==> config.mk <==
export PLATFORM = sky130hd
export DESIGN_NAME = tga_rle_pixel_decoder
export DESIGN_NICKNAME = d
export VERILOG_FILES = /design/src/design/trd_pkg.sv /design/src/design/tga_rle_pixel_decoder.sv
export SDC_FILE = /design/constraint.sdc
export NUM_CORES = 1
export LEC_CHECK = 0
export BUFFER_PORTS_ARGS = -buffer_cell sky130_fd_sc_hd__buf_2
export CAP_MARGIN = 10
export CORE_MARGIN = 2
export CORE_UTILIZATION = 50
export CTS_CLUSTER_SIZE = 8
export DETAILED_ROUTE_END_ITERATION = 7
export HOLD_SLACK_MARGIN = 0.1
export MAX_ROUTING_LAYER = met4
export PLACE_DENSITY = 0.76
export SYNTH_ARGS = -nofsm -noshare
export SYNTH_HDL_FRONTEND = slang
export SYNTH_SLANG_ARGS = --single-unit
==> constraint.sdc <==
create_clock -name clk -period 12.7 [get_ports clk]
set_input_delay 0 -clock clk [delete_from_list [all_inputs] [get_ports clk]]
set_output_delay 0 -clock clk [all_outputs]
set_load 0.1 [all_outputs]
==> src/design/trd_pkg.sv <==
// ----------------------------------------------------------------------------
// trd_pkg: shared types and constants for the TGA run-length pixel decoder
// Configuration register indexes, port widths and pixel byte phases.
// ----------------------------------------------------------------------------
package trd_pkg;

	// Widths of the fixed port fields
	localparam int unsigned BYTE_W  = 8;
	localparam int unsigned CFG_W   = 16;
	localparam int unsigned CIDX_W  = 2;

	// Configuration register indexes
	localparam logic [CIDX_W-1:0] CFG_HAS_ALPHA    = 2'd0;
	localparam logic [CIDX_W-1:0] CFG_IMAGE_WIDTH  = 2'd1;
	localparam logic [CIDX_W-1:0] CFG_IMAGE_HEIGHT = 2'd2;

	// Position of the next byte inside a stored pixel (blue, green, red, alpha)
	typedef enum logic [1:0] {
		PH_BLUE  = 2'd0,
		PH_GREEN = 2'd1,
		PH_RED   = 2'd2,
		PH_ALPHA = 2'd3
	} phase_t;

	// Largest repeat count a run packet can carry
	localparam logic [BYTE_W-1:0] MAX_RUN = 8'd128;

endpackage

==> src/design/tga_rle_pixel_decoder.sv <==
// ----------------------------------------------------------------------------
// tga_rle_pixel_decoder: run-length TGA pixel-data decoder
// Parses packet headers and BGR(A) bytes, emits one RGB pixel with a repeat
// count per stored pixel and flags the pixel that completes the image.
// ----------------------------------------------------------------------------
//  channel | handshake             | payload
//  --------+-----------------------+------------------------------------------
//  in      | in_valid / in_stall   | data_byte
//  out     | out_valid / out_stall | red, green, blue, repeat_count,
//          |                       | last_of_image
//  cfg     | cfg_write             | cfg_index, cfg_data
//
//  One byte per cycle sustained unless out stalls. A byte sits in the input
//  register while decode logic works on it, and a pixel moves into the output
//  register as its last byte leaves. The image-size product is registered on
//  the config write, so the per-byte path is one wide compare and subtract.
//  Reset clears all control state and returns the config to 0 / 1 / 1.
//  in_stall rises only while the output register holds an untaken pixel and
//  the input register holds a byte waiting for it.
// ----------------------------------------------------------------------------
module tga_rle_pixel_decoder #(
	parameter int unsigned DIM_BITS = 16
) (
	input  logic                              clk,
	input  logic                              arst_n,
	// configuration write port
	input  logic                              cfg_write,
	input  logic [trd_pkg::CIDX_W-1:0]        cfg_index,
	input  logic [trd_pkg::CFG_W-1:0]         cfg_data,
	// byte input
	input  logic                              in_valid,
	output logic                              in_stall,
	input  logic [trd_pkg::BYTE_W-1:0]        data_byte,
	// pixel output
	output logic                              out_valid,
	input  logic                              out_stall,
	output logic [trd_pkg::BYTE_W-1:0]        red,
	output logic [trd_pkg::BYTE_W-1:0]        green,
	output logic [trd_pkg::BYTE_W-1:0]        blue,
	output logic [trd_pkg::BYTE_W-1:0]        repeat_count,
	output logic                              last_of_image
);

	localparam int unsigned TW = 2 * DIM_BITS;
	localparam int unsigned BW = trd_pkg::BYTE_W;

	// Configuration registers and image size product
	logic                have_alpha_q;
	logic [DIM_BITS-1:0] width_q;
	logic [DIM_BITS-1:0] height_q;
	logic [TW-1:0]       total_q;
	logic [DIM_BITS-1:0] mul_a;
	logic [DIM_BITS-1:0] mul_b;
	logic [TW-1:0]       mul_p;

	// Input register
	logic          byte_vld_s1;
	logic [BW-1:0] byte_s1;
	logic          advance;

	// Decoder state
	logic              expect_hdr_q;
	logic              run_pkt_q;
	logic [BW-1:0]     left_q;
	trd_pkg::phase_t   phase_q;
	logic [BW-1:0]     blue_q;
	logic [BW-1:0]     green_q;
	logic [BW-1:0]     red_q;
	logic [TW-1:0]     done_q;

	// Output register
	logic          out_vld_q;
	logic [BW-1:0] red_q_o;
	logic [BW-1:0] green_q_o;
	logic [BW-1:0] blue_q_o;
	logic [BW-1:0] count_q;
	logic          last_q;

	// Decode logic
	logic          emit;
	logic [BW-1:0] emit_red;
	logic [BW-1:0] want;
	logic [TW-1:0] remain;
	logic          past_end;
	logic          clip;
	logic [BW-1:0] count;
	logic          is_last;
	logic [BW-1:0] left_dec;

	// Product operands: new value against the stored other dimension
	always_comb begin
		if (cfg_index == trd_pkg::CFG_IMAGE_WIDTH) begin
			mul_a = cfg_data[DIM_BITS-1:0];
			mul_b = height_q;
		end else begin
			mul_a = width_q;
			mul_b = cfg_data[DIM_BITS-1:0];
		end
		mul_p = TW'(mul_a) * TW'(mul_b);
	end

	// Configuration writes
	always_ff @(posedge clk or negedge arst_n) begin
		if (!arst_n) begin
			have_alpha_q <= 1'b0;
			width_q      <= DIM_BITS'(1);
			height_q     <= DIM_BITS'(1);
			total_q      <= TW'(1);
		end else if (cfg_write) begin
			if (cfg_index == trd_pkg::CFG_HAS_ALPHA) begin
				have_alpha_q <= cfg_data[0];
			end
			if (cfg_index == trd_pkg::CFG_IMAGE_WIDTH) begin
				width_q <= cfg_data[DIM_BITS-1:0];
				total_q <= mul_p;
			end
			if (cfg_index == trd_pkg::CFG_IMAGE_HEIGHT) begin
				height_q <= cfg_data[DIM_BITS-1:0];
				total_q  <= mul_p;
			end
		end
	end

	// Input register moves on whenever the output register can take a pixel
	assign advance  = !out_vld_q || !out_stall;
	assign in_stall = byte_vld_s1 && !advance;

	always_ff @(posedge clk or negedge arst_n) begin
		if (!arst_n) begin
			byte_vld_s1 <= 1'b0;
		end else if (!in_stall) begin
			byte_vld_s1 <= in_valid;
		end
	end

	always_ff @(posedge clk) begin
		if (in_valid && !in_stall) begin
			byte_s1 <= data_byte;
		end
	end

	// Pixel completes on the red byte without alpha, or on the alpha byte
	always_comb begin
		emit = !expect_hdr_q &&
			((phase_q == trd_pkg::PH_RED && !have_alpha_q) ||
			 (phase_q == trd_pkg::PH_ALPHA));
		emit_red = (phase_q == trd_pkg::PH_RED) ? byte_s1 : red_q;
	end

	// Repeat count, clipped to the pixels left in the image
	always_comb begin
		if (run_pkt_q && left_q != '0) begin
			want = left_q;
		end else begin
			want = BW'(1);
		end
		past_end = done_q >= total_q;
		remain   = total_q - done_q;
		clip     = TW'(want) >= remain;
		if (past_end) begin
			count = BW'(1);
		end else if (clip) begin
			count = remain[BW-1:0];
		end else begin
			count = want;
		end
		is_last  = past_end || clip;
		left_dec = left_q - BW'(1);
	end

	// Decoder state update, one byte per advance
	always_ff @(posedge clk or negedge arst_n) begin
		if (!arst_n) begin
			expect_hdr_q <= 1'b1;
			run_pkt_q    <= 1'b0;
			left_q       <= '0;
			phase_q      <= trd_pkg::PH_BLUE;
			blue_q       <= '0;
			green_q      <= '0;
			red_q        <= '0;
			done_q       <= '0;
		end else if (byte_vld_s1 && advance) begin
			if (expect_hdr_q) begin
				// both packet kinds carry a count of the low seven bits plus one
				run_pkt_q    <= byte_s1[BW-1];
				left_q       <= {1'b0, byte_s1[BW-2:0]} + BW'(1);
				expect_hdr_q <= 1'b0;
				phase_q      <= trd_pkg::PH_BLUE;
			end else begin
				unique case (phase_q)
					trd_pkg::PH_BLUE: begin
						blue_q  <= byte_s1;
						phase_q <= trd_pkg::PH_GREEN;
					end
					trd_pkg::PH_GREEN: begin
						green_q <= byte_s1;
						phase_q <= trd_pkg::PH_RED;
					end
					trd_pkg::PH_RED: begin
						red_q <= byte_s1;
						if (have_alpha_q) begin
							phase_q <= trd_pkg::PH_ALPHA;
						end
					end
					trd_pkg::PH_ALPHA: begin
					end
					default: begin
					end
				endcase
				if (emit) begin
					phase_q <= trd_pkg::PH_BLUE;
					if (is_last) begin
						done_q       <= '0;
						expect_hdr_q <= 1'b1;
						left_q       <= '0;
					end else begin
						done_q <= done_q + TW'(count);
						if (run_pkt_q) begin
							left_q       <= '0;
							expect_hdr_q <= 1'b1;
						end else begin
							left_q       <= left_dec;
							expect_hdr_q <= (left_dec == '0);
						end
					end
				end
			end
		end
	end

	// Output register
	always_ff @(posedge clk or negedge arst_n) begin
		if (!arst_n) begin
			out_vld_q <= 1'b0;
		end else if (advance) begin
			out_vld_q <= byte_vld_s1 && emit;
		end
	end

	always_ff @(posedge clk) begin
		if (advance && byte_vld_s1 && emit) begin
			red_q_o   <= emit_red;
			green_q_o <= green_q;
			blue_q_o  <= blue_q;
			count_q   <= count;
			last_q    <= is_last;
		end
	end

	assign out_valid     = out_vld_q;
	assign red           = red_q_o;
	assign green         = green_q_o;
	assign blue          = blue_q_o;
	assign repeat_count  = count_q;
	assign last_of_image = last_q;

endmodule

==> impl_metrics.tcl <==
set metrics [dict create \
    setup_viol 0 \
    finish.net_count 2445 \
    regToRegEndpoint "done_q[28]$_DFFE_PN0P_" \
    synth_cell_type_count 73 \
    reg2reg_depth 35 \
    cap_violations 0 \
    synth_flop_cell "dfrtp_1" \
    rrSetupSlack_ns 5.22 \
    arrival_ns 7.78 \
    fp.dieArea_um2 38500 \
    fin_crit_sh_pct 58.9 \
    cp-end-kind "flop" \
    vias 14445 \
    firstDrtPassIters 6 \
    final_common_cell "inv_1" \
    cts_resized 0 \
    dp_hpwl_mm 36.7 \
    cpPeakStageDelay_ns 0.65 \
    fill_cells 3148 \
    cts_tree "yes" \
    clk_pin_slew_ns 0.07 \
    drive_above_1_share_pct 11.3 \
    grt_pass1_wl_mm 76.3 \
    report.final.slew_viol_count 0 \
    clkLatencyLatePin_ns 0.45 \
    h-tree-depth 4 \
    track_usage_pct 25.9 \
    cts_buffers 17 \
    setup_tns_ns 0 \
    fin_skew_ns 0.0131 \
    io_buffers 65 \
    cp.required_ns 13.00 \
    synth_edf_count 41 \
    io_pins 66 \
    ys.warnings.count 0 \
    cts_buffer_depth 2 \
    min_path_type "input port to async pin" \
    ant_nets 0 \
    cts_setup_buffers 0 \
    worstPathMaxFanout 38 \
    cts_num_sinks 176 \
    slew_headroom_pct 31.0 \
    crit_type "flop to flop" \
    rsz0062_at_grt "false" \
    fin_crit_ns 7.48 \
    cp-start-kind "flop" \
    grt_pass1_vias 14905 \
    drc_errors 0 \
    layout_common_cells "294 x inv_1, 218 x nand2_1, 204 x nor2_1" \
    die_h_um 196 \
    antenna_found_initial 1 \
    gp_congestion 0.965 \
    ys_async_sr_fraction_pct 76.7 \
    start_util_pct 50.5 \
    syn_area_per_cell_um2 9.33 \
    hold_buffers 29 \
    core_um2 36500 \
    synth-seq-area-share_pct 25.0 \
    rows 70 \
    reg2reg_from "total_q[0]$_DFFE_PN1P_" \
    hold_viol 0 \
    syn-num-nets 2368 \
    critPathSlowestCell "nor4b_2" \
    avgViaCountPerCell 5.69 \
    root_buffer "clkbuf_16" \
    grt_max_degree 80 \
    drt_iter0_drc 844 \
    wl_per_cell_um 18.2 \
    max_freq_ghz 0.134 \
    synthCells 1978 \
    synth_seq_cells 176 \
    tightest_slew_ns 1.01 \
    fp.dieW_um 196 \
    syn2layout_area_growth_pct 9.13 \
    cp_common_cell "a21oi_1" \
    grt-ovfl-total 0 \
    routed_wl_mm 46.3 \
    netlist_area_um2 18500 \
    outcome "finished, final reports clean" \
]
[kinds of logic after synthesis]
kind of cell / count (synthesis) / share of synthesized area (%)
buffers and inverters: 357 / 7.46
and+or+nand+nor: 600 / 14.5
DFF: 176 / 25.0
adders and majority gates: 359 / 32.3
xor gates and xnor gates: 73 / 3.46
muxes: 123 / 7.28
AOI/OAI and AO/OA: 290 / 10.0
[worst max-delay path, delay by kind of cell, from the launching register on]
| kind | cells | cell delay (ns) |
|---|---|---|
| AOI/OAI and AO/OA | 12 | 1.99 |
| xor gates and xnor gates | 2 | 0.37 |
| buffers and inverters | 3 | 0.40 |
| muxes | 1 | 0.31 |
| adders and majority gates | 5 | 1.20 |
| DFF | 1 | 0.37 |
| and+or+nand+nor | 12 | 2.68 |
[Yosys cell counts (3+ instances only)]
cell type | number | share of area, %
nor4_1 | 7 | 0.24
a41oi_1 | 4 | 0.19
ha_1 | 163 | 11
o21bai_1 | 13 | 0.53
inv_1 | 294 | 6.0
fa_1 | 196 | 21
buf_2 | 11 | 0.30
a211oi_1 | 8 | 0.33
o22ai_1 | 4 | 0.14
clkbuf_1 | 42 | 0.85
nand2b_1 | 13 | 0.44
and2_1 | 19 | 0.64
o211ai_1 | 12 | 0.49
buf_1 | 5 | 0.10
nor2_1 | 204 | 4.1
xnor2_1 | 52 | 2.5
or4_1 | 3 | 0.12
nor3b_1 | 5 | 0.20
dfstp_2 | 4 | 0.57
mux2_2 | 86 | 5.2
o21ai_0 | 70 | 1.9
o21ai_1 | 4 | 0.11
o21a_1 | 15 | 0.61
or2_2 | 6 | 0.20
nand2_1 | 219 | 4.5
o221ai_1 | 3 | 0.14
nand3_1 | 38 | 1.0
a32oi_1 | 4 | 0.19
nor4b_1 | 3 | 0.14
edfxtp_1 | 41 | 6.7
nor3_1 | 23 | 0.62
mux2i_1 | 36 | 2.0
a221oi_1 | 3 | 0.14
and3_1 | 10 | 0.34
dfrtp_1 | 131 | 18
xor2_1 | 21 | 1.0
nor2b_1 | 5 | 0.17
a21oi_1 | 80 | 2.2
o31ai_1 | 5 | 0.20
a21o_1 | 31 | 1.3
a21oi_2 | 5 | 0.24
a31oi_1 | 8 | 0.27
nand4_1 | 24 | 0.81
or3_1 | 12 | 0.41
[layout make-up]
| class | count | area, um2 | area share [%] |
|---|---|---|---|
| Inverter | 295 | 1110 | 5.50 |
| Multi-Input combinational cell | 1445 | 12500 | 61.9 |
| Clock inverter | 7 | 52.6 | 0.261 |
| Timing Repair Buffer | 120 | 817 | 4.06 |
| Antenna cell | 1 | 2.50 | 0.0124 |
| Tap cell | 468 | 586 | 2.91 |
| Sequential cell | 176 | 4610 | 22.9 |
| Clock buffer | 25 | 487 | 2.42 |
[per-layer routing]
layer	vias up	track usage (%)	share of wire [%]	routed length, um
met3	92	4.16	5.9	2720
li1	6671	-	-	-
met2	484	43.1	50	23200
met1	7198	32.2	41	19000
met4	0	9.06	2.8	1290
met5	-	-	0	0
[state kept, by name, summed over array words and instances, names as in the netlist]
signal	cells
byte_s1	8
have_alpha_q	1
red	8
left_q	8
last_of_image	1
total_q	32
green	8
out_valid	1
green_q	8
blue_q	8
run_pkt_q	1
done_q	32
width_q	16
repeat_count	8
expect_hdr_q	1
blue	8
red_q	8
height_q	16
byte_vld_s1	1
phase_q	2
[per-stage QoR]
step | std cells | utilization [%] | hold slack (ns) | cell area, um2 | worst slack (ns)
finish | 2537 | 55.2 | 0.179 | 20100 | 5.22
detailed placement | 2475 | 52.9 | 0.117 | 19300 | 5.15
CTS | 2536 | 55.1 | 0.201 | 20100 | 5.33
floorplan | 1978 | - | -0.296 | 18500 | 5.62
global route | 2537 | 55.2 | 0.227 | 20100 | 4.56
global placement | 2475 | 52.9 | 0.119 | 19300 | 5.34
[worst max path at each step]
stage,start,end
4_1_cts,total_q[0]$_DFFE_PN1P_,done_q[28]$_DFFE_PN0P_
2_1_floorplan,cfg_index[1],total_q[31]$_DFFE_PN0P_
3_5_place_dp,cfg_index[1],total_q[31]$_DFFE_PN0P_
3_3_place_gp,cfg_index[1],total_q[31]$_DFFE_PN0P_
5_1_grt,total_q[0]$_DFFE_PN1P_,done_q[28]$_DFFE_PN0P_
6_report,total_q[0]$_DFFE_PN1P_,done_q[28]$_DFFE_PN0P_
Power is not shown: default switching activity piles up to over one toggle a cycle in this logic, so the estimate is an artifact.
